--- config.mk ---
export PLATFORM = sky130hd
export DESIGN_NAME = resource_pool_dispatch_with_undo_top_flat
export DESIGN_NICKNAME = d
export VERILOG_FILES = /design/src/rtl/rpd_pkg.sv /design/src/rtl/rpd_chan_if.sv /design/src/rtl/rpd_ram.sv /design/src/rtl/rpd_ctrl.sv /design/src/rtl/resource_pool_dispatch_with_undo_top.sv /design/src/flat_wrapper.sv
export VERILOG_INCLUDE_DIRS = /design/src /design/src/rtl
export SDC_FILE = /design/constraint.sdc
export NUM_CORES = 2
export LEC_CHECK = 0
export BUFFER_PORTS_ARGS = -buffer_cell sky130_fd_sc_hd__buf_2
export CORE_MARGIN = 2
export CORE_UTILIZATION = 37
export CTS_CLUSTER_DIAMETER = 100
export CTS_CLUSTER_SIZE = 25
export DETAILED_ROUTE_END_ITERATION = 10
export GPL_TIMING_DRIVEN = 0
export SLEW_MARGIN = 10
export SYNTH_ARGS = -nofsm -noshare
export SYNTH_HDL_FRONTEND = slang
export SYNTH_SLANG_ARGS = --single-unit
export TNS_END_PERCENT = 20
--- constraint.sdc ---
create_clock -name clk -period 5.1 [get_ports clk]
set_input_delay 0.765 -clock clk [delete_from_list [all_inputs] [get_ports clk]]
set_output_delay 0.765 -clock clk [all_outputs]
set_load 0.05 [all_outputs]
--- src/rtl/resource_pool_dispatch_with_undo_top_macros.svh ---
`ifndef RESOURCE_POOL_DISPATCH_WITH_UNDO_TOP_MACROS_SVH
`define RESOURCE_POOL_DISPATCH_WITH_UNDO_TOP_MACROS_SVH

// same-cycle implication, sampled on clk, off during rst
`define RPD_ASSERT_IMPL(label, ante, cons) \
  label: assert property (@(posedge clk) disable iff (rst) (ante) |-> (cons)) \
    else $error("rpd assertion failed");

// next-cycle implication, sampled on clk, off during rst
`define RPD_ASSERT_NEXT(label, ante, cons) \
  label: assert property (@(posedge clk) disable iff (rst) (ante) |=> (cons)) \
    else $error("rpd assertion failed");

`endif

--- src/rtl/rpd_pkg.sv ---
`default_nettype none

package rpd_pkg;

  localparam int FIELD_ID_W  = 16;
  localparam int FIELD_CNT_W = 7;

  typedef enum logic [1:0] {
    OP_REGISTER = 2'd0,
    OP_DISPATCH = 2'd1,
    OP_UNDO     = 2'd2,
    OP_SPARE    = 2'd3
  } op_t;

  typedef enum logic [2:0] {
    ST_ADDED        = 3'd0,
    ST_DUPLICATE    = 3'd1,
    ST_DISPATCHED   = 3'd2,
    ST_NONE_AVAIL   = 3'd3,
    ST_RETURNED     = 3'd4,
    ST_NOTHING_UNDO = 3'd5,
    ST_FULL         = 3'd6
  } status_t;

  typedef enum logic [1:0] {
    S_IDLE,
    S_SCAN,
    S_READ,
    S_FINISH
  } state_t;

  typedef struct packed {
    status_t                  status;
    logic [FIELD_ID_W-1:0]    rid;
    logic [FIELD_CNT_W-1:0]   avail;
    logic [FIELD_CNT_W-1:0]   disp;
    logic [FIELD_CNT_W-1:0]   fleet;
  } res_t;

endpackage

`default_nettype wire

--- src/rtl/rpd_chan_if.sv ---
`default_nettype none

interface rpd_req_if import rpd_pkg::*; ();
  logic                  valid;
  logic                  ready;
  logic [1:0]            operation;
  logic [FIELD_ID_W-1:0] ship_id;

  modport source (output valid, output operation, output ship_id, input ready);
  modport sink (input valid, input operation, input ship_id, output ready);
endinterface

interface rpd_rsp_if import rpd_pkg::*; ();
  logic                   valid;
  logic                   ready;
  logic [2:0]             status_code;
  logic [FIELD_ID_W-1:0]  result_id;
  logic [FIELD_CNT_W-1:0] available_count;
  logic [FIELD_CNT_W-1:0] dispatched_count;
  logic [FIELD_CNT_W-1:0] fleet_count;

  modport source (output valid, output status_code, output result_id,
                  output available_count, output dispatched_count,
                  output fleet_count, input ready);
  modport sink (input valid, input status_code, input result_id,
                input available_count, input dispatched_count,
                input fleet_count, output ready);
endinterface

`default_nettype wire

--- src/rtl/rpd_ram.sv ---
`default_nettype none

module rpd_ram #(
  parameter int WIDTH = 16,
  parameter int DEPTH = 64,
  localparam int AW   = $clog2(DEPTH)
) (
  input  wire logic             clk,
  input  wire logic             we,
  input  wire logic [AW-1:0]    waddr,
  input  wire logic [WIDTH-1:0] wdata,
  input  wire logic [AW-1:0]    raddr,
  output logic      [WIDTH-1:0] rdata
);

  logic [WIDTH-1:0] mem [DEPTH];

  always_ff @(posedge clk) begin
    if (we) begin
      mem[waddr] <= wdata;
    end
    rdata <= mem[raddr];
  end

endmodule

`default_nettype wire

--- src/rtl/rpd_ctrl.sv ---
`default_nettype none

module rpd_ctrl import rpd_pkg::*; #(
  parameter int POOL_DEPTH = 64,
  parameter int ID_BITS    = 16,
  localparam int AW        = $clog2(POOL_DEPTH),
  localparam int CW        = $clog2(POOL_DEPTH + 1)
) (
  input  wire logic               clk,
  input  wire logic               rst,
  input  wire logic               start,
  input  wire op_t                op_in,
  input  wire logic [ID_BITS-1:0] id_in,
  output logic                    idle,
  input  wire logic               out_free,
  output logic                    done,
  output res_t                    res,
  // registry memory
  output logic                    reg_we,
  output logic [AW-1:0]           reg_waddr,
  output logic [ID_BITS-1:0]      reg_wdata,
  output logic [AW-1:0]           reg_raddr,
  input  wire logic [ID_BITS-1:0] reg_rdata,
  // fifo ring in the low half, undo stack in the high half
  output logic                    pool_we,
  output logic [AW:0]             pool_waddr,
  output logic [ID_BITS-1:0]      pool_wdata,
  output logic [AW:0]             pool_raddr,
  input  wire logic [ID_BITS-1:0] pool_rdata
);

  localparam logic [CW-1:0] FULL_CNT = CW'(POOL_DEPTH);
  localparam logic [AW-1:0] LAST_IDX = AW'(POOL_DEPTH - 1);

  state_t             state, state_next;
  op_t                op;
  logic [ID_BITS-1:0] id;
  logic [CW-1:0]      issue_idx;
  logic               cmp_valid;
  logic               found;
  logic [CW-1:0]      reg_count, fifo_count, undo_count;
  logic [AW-1:0]      head, tail;

  logic               issue;
  logic [AW-1:0]      head_inc, tail_inc;
  logic [CW-1:0]      undo_dec;
  logic               do_add, do_disp, do_ret;
  status_t            status;
  logic [ID_BITS-1:0] rid;
  logic [CW-1:0]      reg_count_next, fifo_count_next, undo_count_next;
  logic [ID_BITS+FIELD_ID_W-1:0] rid_ext;
  logic [CW+FIELD_CNT_W-1:0]     avail_ext, disp_ext, fleet_ext;

  assign issue    = (state == S_SCAN) && (issue_idx < reg_count);
  assign head_inc = (head == LAST_IDX) ? '0 : head + AW'(1);
  assign tail_inc = (tail == LAST_IDX) ? '0 : tail + AW'(1);
  assign undo_dec = undo_count - CW'(1);

  // outcome of the item, valid in S_FINISH
  always_comb begin
    do_add  = 1'b0;
    do_disp = 1'b0;
    do_ret  = 1'b0;
    rid     = '0;
    unique case (op)
      OP_REGISTER: begin
        if (found) begin
          status = ST_DUPLICATE;
        end else if (reg_count >= FULL_CNT || fifo_count >= FULL_CNT) begin
          status = ST_FULL;
        end else begin
          status = ST_ADDED;
          do_add = 1'b1;
          rid    = id;
        end
      end
      OP_DISPATCH: begin
        if (fifo_count == '0 || undo_count >= FULL_CNT) begin
          status = ST_NONE_AVAIL;
        end else begin
          status  = ST_DISPATCHED;
          do_disp = 1'b1;
          rid     = pool_rdata;
        end
      end
      OP_UNDO: begin
        if (undo_count == '0) begin
          status = ST_NOTHING_UNDO;
        end else if (fifo_count >= FULL_CNT) begin
          status = ST_FULL;
        end else begin
          status = ST_RETURNED;
          do_ret = 1'b1;
          rid    = pool_rdata;
        end
      end
      default: begin
        status = ST_NOTHING_UNDO;
      end
    endcase

    reg_count_next  = reg_count + CW'(do_add);
    fifo_count_next = fifo_count + CW'(do_add) + CW'(do_ret) - CW'(do_disp);
    undo_count_next = undo_count + CW'(do_disp) - CW'(do_ret);
  end

  assign rid_ext   = {{FIELD_ID_W{1'b0}}, rid};
  assign avail_ext = {{FIELD_CNT_W{1'b0}}, fifo_count_next};
  assign disp_ext  = {{FIELD_CNT_W{1'b0}}, undo_count_next};
  assign fleet_ext = {{FIELD_CNT_W{1'b0}}, reg_count_next};

  always_comb begin
    res.status = status;
    res.rid    = rid_ext[FIELD_ID_W-1:0];
    res.avail  = avail_ext[FIELD_CNT_W-1:0];
    res.disp   = disp_ext[FIELD_CNT_W-1:0];
    res.fleet  = fleet_ext[FIELD_CNT_W-1:0];
  end

  // memory ports
  assign reg_raddr  = issue_idx[AW-1:0];
  assign reg_we     = done && do_add;
  assign reg_waddr  = reg_count[AW-1:0];
  assign reg_wdata  = id;
  assign pool_raddr = (op == OP_DISPATCH) ? {1'b0, head} : {1'b1, undo_dec[AW-1:0]};
  assign pool_we    = done && (do_add || do_disp || do_ret);
  assign pool_waddr = do_disp ? {1'b1, undo_count[AW-1:0]} : {1'b0, tail};
  assign pool_wdata = do_add ? id : pool_rdata;

  always_comb begin
    state_next = state;
    idle       = 1'b0;
    done       = 1'b0;
    unique case (state)
      S_IDLE: begin
        idle = 1'b1;
        if (start) begin
          state_next = (op_in == OP_REGISTER) ? S_SCAN : S_READ;
        end
      end
      S_SCAN: begin
        if (!issue && !cmp_valid) begin
          state_next = S_FINISH;
        end
      end
      S_READ: begin
        state_next = S_FINISH;
      end
      S_FINISH: begin
        if (out_free) begin
          done       = 1'b1;
          state_next = S_IDLE;
        end
      end
      default: begin
        state_next = S_IDLE;
      end
    endcase
  end

  always_ff @(posedge clk) begin
    if (rst) begin
      state <= S_IDLE;
    end else begin
      state <= state_next;
    end
  end

  always_ff @(posedge clk) begin
    if (rst) begin
      reg_count  <= '0;
      fifo_count <= '0;
      undo_count <= '0;
      head       <= '0;
      tail       <= '0;
      cmp_valid  <= 1'b0;
      found      <= 1'b0;
      issue_idx  <= '0;
    end else begin
      if (idle && start) begin
        issue_idx <= '0;
        cmp_valid <= 1'b0;
        found     <= 1'b0;
      end else if (state == S_SCAN) begin
        if (issue) begin
          issue_idx <= issue_idx + CW'(1);
        end
        cmp_valid <= issue;
        if (cmp_valid && reg_rdata == id) begin
          found <= 1'b1;
        end
      end
      if (done) begin
        reg_count  <= reg_count_next;
        fifo_count <= fifo_count_next;
        undo_count <= undo_count_next;
        if (do_add || do_ret) begin
          tail <= tail_inc;
        end
        if (do_disp) begin
          head <= head_inc;
        end
      end
    end
  end

  // item payload
  always_ff @(posedge clk) begin
    if (idle && start) begin
      op <= op_in;
      id <= id_in;
    end
  end

endmodule

`default_nettype wire

--- src/rtl/resource_pool_dispatch_with_undo_top.sv ---
// flow: register passes S_SCAN, which reads every registry entry, and then S_FINISH;
// dispatch and undo pass S_READ and then S_FINISH, which waits for a free output register
// one item at a time: no new item is taken until the last one has finished
// the duplicate check reads the registry memory one entry per cycle
// reset: synchronous rst clears counts, ring pointers, sequencer and the result valid flag
// memories are not cleared; only entries already written are ever used
`default_nettype none

module resource_pool_dispatch_with_undo_top import rpd_pkg::*; #(
  parameter int POOL_DEPTH = 64,
  parameter int ID_BITS    = 16
) (
  input wire logic clk,
  input wire logic rst,
  rpd_req_if.sink  req,
  rpd_rsp_if.source rsp
);

  localparam int AW = $clog2(POOL_DEPTH);

  // identifier as stored: low ID_BITS bits of ship_id, zero-extended when wider
  logic [ID_BITS+FIELD_ID_W-1:0] ship_ext;
  logic [ID_BITS-1:0]            id_in;

  logic   idle, done, out_free, accept;
  res_t   res;

  logic               reg_we;
  logic [AW-1:0]      reg_waddr, reg_raddr;
  logic [ID_BITS-1:0] reg_wdata, reg_rdata;
  logic               pool_we;
  logic [AW:0]        pool_waddr, pool_raddr;
  logic [ID_BITS-1:0] pool_wdata, pool_rdata;

  // result register
  logic out_valid;
  res_t out_res;

  assign ship_ext = {{ID_BITS{1'b0}}, req.ship_id};
  assign id_in    = ship_ext[ID_BITS-1:0];

  // one item in flight; a finished result may wait in the output register
  // no item is taken while rst is high
  assign req.ready = idle && !rst;
  assign accept    = req.valid && req.ready;
  assign out_free  = !out_valid || rsp.ready;

  rpd_ctrl #(
    .POOL_DEPTH (POOL_DEPTH),
    .ID_BITS    (ID_BITS)
  ) u_ctrl (
    .clk        (clk),
    .rst        (rst),
    .start      (accept),
    .op_in      (op_t'(req.operation)),
    .id_in      (id_in),
    .idle       (idle),
    .out_free   (out_free),
    .done       (done),
    .res        (res),
    .reg_we     (reg_we),
    .reg_waddr  (reg_waddr),
    .reg_wdata  (reg_wdata),
    .reg_raddr  (reg_raddr),
    .reg_rdata  (reg_rdata),
    .pool_we    (pool_we),
    .pool_waddr (pool_waddr),
    .pool_wdata (pool_wdata),
    .pool_raddr (pool_raddr),
    .pool_rdata (pool_rdata)
  );

  // registry: identifiers in registration order, scanned for duplicates
  rpd_ram #(
    .WIDTH (ID_BITS),
    .DEPTH (2 ** AW)
  ) u_registry_ram (
    .clk   (clk),
    .we    (reg_we),
    .waddr (reg_waddr),
    .wdata (reg_wdata),
    .raddr (reg_raddr),
    .rdata (reg_rdata)
  );

  // available ring and undo stack share one memory, split by the top address bit
  rpd_ram #(
    .WIDTH (ID_BITS),
    .DEPTH (2 ** (AW + 1))
  ) u_pool_ram (
    .clk   (clk),
    .we    (pool_we),
    .waddr (pool_waddr),
    .wdata (pool_wdata),
    .raddr (pool_raddr),
    .rdata (pool_rdata)
  );

  always_ff @(posedge clk) begin
    if (rst) begin
      out_valid <= 1'b0;
    end else if (done) begin
      out_valid <= 1'b1;
    end else if (rsp.ready) begin
      out_valid <= 1'b0;
    end
  end

  always_ff @(posedge clk) begin
    if (done) begin
      out_res <= res;
    end
  end

  assign rsp.valid            = out_valid;
  assign rsp.status_code      = out_res.status;
  assign rsp.result_id        = out_res.rid;
  assign rsp.available_count  = out_res.avail;
  assign rsp.dispatched_count = out_res.disp;
  assign rsp.fleet_count      = out_res.fleet;

  `include "resource_pool_dispatch_with_undo_top_macros.svh"

  // every registered id is either waiting in the ring or on the undo stack
  `RPD_ASSERT_IMPL(a_counts_balance, rsp.valid,
    FIELD_CNT_W'(rsp.available_count + rsp.dispatched_count) == rsp.fleet_count)

  // a result is only produced while an item is in flight
  `RPD_ASSERT_IMPL(a_done_busy, done, !idle)

  // a finished item is loaded into the output register and shown next cycle
  `RPD_ASSERT_NEXT(a_done_shows, done, rsp.valid && rsp.status_code == $past(res.status))

  // an add always leaves something in the registry
  `RPD_ASSERT_IMPL(a_added_fleet, rsp.valid && rsp.status_code == ST_ADDED,
    rsp.fleet_count != '0 || POOL_DEPTH >= 128)

endmodule

`default_nettype wire
--- src/flat_wrapper.sv ---
// flat-port wrapper written by rule: the top's interface ports become plain ports
module resource_pool_dispatch_with_undo_top_flat import rpd_pkg::*;
#(
  parameter int POOL_DEPTH = 64,
  parameter int ID_BITS    = 16
)
  (clk, rst, req_valid, req_operation, req_ship_id, req_ready, rsp_valid, rsp_status_code, rsp_result_id, rsp_available_count, rsp_dispatched_count, rsp_fleet_count, rsp_ready);
  rpd_req_if req_i ();
  rpd_rsp_if rsp_i ();
  input wire logic clk;
  input wire logic rst;
  input wire logic [$bits(req_i.valid)-1:0] req_valid;
  input wire logic [$bits(req_i.operation)-1:0] req_operation;
  input wire logic [$bits(req_i.ship_id)-1:0] req_ship_id;
  output wire logic [$bits(req_i.ready)-1:0] req_ready;
  output wire logic [$bits(rsp_i.valid)-1:0] rsp_valid;
  output wire logic [$bits(rsp_i.status_code)-1:0] rsp_status_code;
  output wire logic [$bits(rsp_i.result_id)-1:0] rsp_result_id;
  output wire logic [$bits(rsp_i.available_count)-1:0] rsp_available_count;
  output wire logic [$bits(rsp_i.dispatched_count)-1:0] rsp_dispatched_count;
  output wire logic [$bits(rsp_i.fleet_count)-1:0] rsp_fleet_count;
  input wire logic [$bits(rsp_i.ready)-1:0] rsp_ready;
  assign req_i.valid = req_valid;
  assign req_i.operation = req_operation;
  assign req_i.ship_id = req_ship_id;
  assign req_ready = req_i.ready;
  assign rsp_valid = rsp_i.valid;
  assign rsp_status_code = rsp_i.status_code;
  assign rsp_result_id = rsp_i.result_id;
  assign rsp_available_count = rsp_i.available_count;
  assign rsp_dispatched_count = rsp_i.dispatched_count;
  assign rsp_fleet_count = rsp_i.fleet_count;
  assign rsp_i.ready = rsp_ready;
  resource_pool_dispatch_with_undo_top #(.POOL_DEPTH(POOL_DEPTH), .ID_BITS(ID_BITS)) u_core (.clk(clk), .rst(rst), .req(req_i), .rsp(rsp_i));
endmodule
==> results.yml <==
global_route:
  antenna_found_initial: 23
  grt_max_degree: 77
  grt_use_total_pct: 18.6
  grt_pass1_wl_mm: 452
  grt_overflow: 0
  grt_pass1_vias: 60268
worst_setup_path:
  cp_max_fo: 11
  crit_path_end_kind: "flip-flop"
  crit_type: "flip-flop to flip-flop"
  path_cells: "nand2b_4, buf_6, buf_4, a311o_1, clkinv_1, buf_2, o21ai_0, nand2_1, buf_2, nor2_2, buf_8"
  r2r_setup_slack_ns: -0.02
  slowest_delay_ns: 0.57
  start_kind: "flip-flop"
  crit_top_cell: "buf_2"
  crit_required_ns: 5.68
  cp_slowest_cell: "edfxtp_1"
  arrival_ns: 5.71
clock_network:
  cts_buffer_depth: 4
  cts_buffers: 154
  path_clk_slew_ns: 0.10
  cts_tree: "done"
  clkLatencyLatePin_ns: 0.87
  cts-htree-levels: 4
  cts.sinks: 3207
  clock-root-buffer: "clkbuf_16"
synth:
  netlist_area_um2: 123000
  synthArstFlopShare_pct: 0
  synth_edf_count: 3130
  ys_ff_latch: 3207
  synth-main-ff-cell: "edfxtp_1"
  synth_nets: 5940
  synth_cell_types: 62
  yosysWarnings: 0
  avgSynthCellArea_um2: 20.9
  syn_inst: 5879
  synth_seq_area_share_pct: 77.8
sta:
  layout_min_cycle_time_ns: 5.12
  setup_viol: 23
  worst_slew_pin_slew_ns: 1.26
  rsz0062_at_grt: "yes"
  whs_ns: 0.0621
  fmax_mhz: 195
  finalHoldViolCount: 0
  fin_worst_skew_ns: 0.0602
  finalCritPeriodShare_pct: 100
  maxSlewHeadroom_pct: 15.6
  final_max_slew_viol_count: 0
  setup_slack_ns: -0.0222
cells_and_area:
  area_growth_pct: 12.5
  final_cell_mix: "edfxtp_1, mux4_2, nand2_1"
  final_util_pct: 41.8
  nNetsFinal: 6423
  layout-drive-gt1-share_pct: 24.5
  final_common_cell: "edfxtp_1"
flow_run:
  drv_cap: 0
floorplanning:
  core_um2: 330000
  ioPinCount: 64
  row_count: 211
  die_w_um: 580
  start_util_pct: 37.2
  die_h_um: 580
  dieArea_um2: 336000
drt:
  remaining_drc_errors: 0
  firstDrtPassIters: 5
  wl_per_cell_um: 29.6
  drtIter0Drc: 8352
  wirelength_mm: 320
  viasPerCell: 5.64
  via_count: 60877
  detail-route-antenna-nets: 0
place:
  port_buffers: 62
  place.gp.congestion: 0.890
  place_ws_ns: -0.797
  place_hpwl_mm: 224
pwr:
  clock_power_share_pct: 25.8
  power_density_nw_per_um2: 382
  p_seq_share_pct: 59.7
  internal-power_uw: 39000
  power_leakage_uw: 0.0417
  pwr-share-comb_pct: 14.5
  swShare_pct: 26.0
  power_uw: 52700
  switchingPower_uw: 13700
  peakVddDrop_mv: 0.352
run_status:
  outcome: "finished with violations"
  violations: "setup timing"
worst_hold_path:
  hold_class: "input pin to flip-flop"
power groups by stage:
stage          sequential [uW]  clock, uW  combinational [uW]
2_1_floorplan            32500          0                3250
3_3_place_gp             33300          0                6260
3_5_place_dp             32100          0                7630
4_1_cts                  31500      13800                7640
5_1_grt                  31500      14700                8000
6_report                 31500      13600                7660
logic make-up after synthesis:
kind of cell / Yosys count / share of synthesized area [%]
AOI/OAI and AO/OA: 481 / 2.61
xor gates and xnor gates: 51 / 0.364
adders and majority gates: 39 / 0.416
buffers and inverters: 347 / 1.28
DFF: 3207 / 77.8
muxes: 834 / 14.3
and+or+nand+nor: 920 / 3.25
registers in the layout, summed over array words and instances (netlist names), 3 cells and up:
| signal | count |
|---|---|
| u_core.u_ctrl.reg_wdata | 16 |
| u_core.rsp.status_code | 3 |
| u_core.rsp.fleet_count | 7 |
| u_core.u_ctrl.reg_count | 7 |
| u_core.u_registry_ram.rdata | 16 |
| u_core.u_ctrl.head | 6 |
| u_core.rsp.available_count | 7 |
| u_core.u_ctrl.fifo_count | 7 |
| u_core.u_ctrl.undo_count | 7 |
| u_core.u_registry_ram.mem | 1024 |
| u_core.u_ctrl.tail | 6 |
| u_core.rsp.result_id | 16 |
| u_core.rsp.dispatched_count | 7 |
| u_core.u_pool_ram.mem | 2048 |
| u_core.u_pool_ram.rdata | 16 |
| u_core.u_ctrl.issue_idx | 7 |
critical path: cells and delay by family, from the launching register on:
| family | cells | cell delay, ns |
|---|---|---|
| buf+inv | 6 | 1.93 |
| compound gates | 2 | 1.12 |
| flops | 1 | 0.57 |
| simple gates | 3 | 1.17 |
per-stage QoR:
step / TNS, ns / instances / instance area [um2]
floorplan: 0 / 5879 / 123000
global placement: -4891.93 / 10307 / 129000
detailed placement: -98.63 / 10573 / 134000
CTS: -5.23 / 10771 / 138000
global route: -4.33 / 10786 / 138000
finish: -0.290 / 10788 / 138000
cells in the mapped netlist (3+ instances only):
cell type	instances	area share, %
a211oi_1	7	0.043
a21o_1	8	0.049
a21oi_1	107	0.44
a22o_1	6	0.043
a22oi_1	113	0.69
and3_1	4	0.020
buf_1	51	0.16
buf_2	41	0.17
buf_4	22	0.13
buf_6	18	0.17
clkbuf_1	175	0.54
dfxtp_1	77	1.3
edfxtp_1	3130	77
fa_1	3	0.049
ha_1	36	0.37
inv_1	36	0.11
mux2i_1	101	0.82
mux4_2	732	13
nand2_1	426	1.3
nand2b_1	15	0.076
nand3_1	108	0.44
nand4_1	13	0.066
nor2_1	246	0.75
nor2b_1	7	0.036
nor3_1	11	0.045
nor4_1	38	0.19
o211ai_1	65	0.40
o21a_1	4	0.024
o21ai_0	13	0.053
o21bai_1	4	0.024
o221ai_1	15	0.11
o22ai_1	124	0.63
or2_2	3	0.015
or3_1	3	0.015
or4_1	35	0.21
xnor2_1	39	0.28
xor2_1	12	0.086
layout make-up:
class | count | area (um2)
Inverter | 39 | 146
Antenna cell | 17 | 42.5
Buffer | 307 | 1470
Timing Repair Buffer | 328 | 4760
Clock buffer | 194 | 4090
Sequential cell | 3207 | 95500
Fill cell | 28441 | 192000
Multi-Input combinational cell | 2325 | 26600
Tap cell | 4366 | 5460
Clock inverter | 5 | 53.8
what timing repair did:
item / CTS / global route
endpoints found under the setup margin: 939 / 423
hold buffers: 0 / 0
buffers inserted: 0 / 0
gates resized for setup: 30 / 30
gates cloned: 0 / 0
layer usage:
layer  GRT usage, %  share of wire (%)
met3           2.51                7.4
met2           30.2                 48
met1           25.8                 41
met5              0             0.0063
met4           6.41                3.8
worst paths after layout:
| kind | startpoint | to | cells past startpoint |
|---|---|---|---|
| worst min register to register | u_core.u_ctrl.fifo_count[4] | u_core.u_ctrl.fifo_count[4] | 2 |
| worst max register to register | u_core.u_ctrl.op[0] | u_core.u_pool_ram.mem[117][7] | 11 |
| worst max-delay path | u_core.u_ctrl.op[0] | u_core.u_pool_ram.mem[117][7] | 11 |
| worst min-delay path | req_ship_id[0] | u_core.u_ctrl.reg_wdata[0] | 1 |
Note: power is estimated with default switching activity, not from simulation.
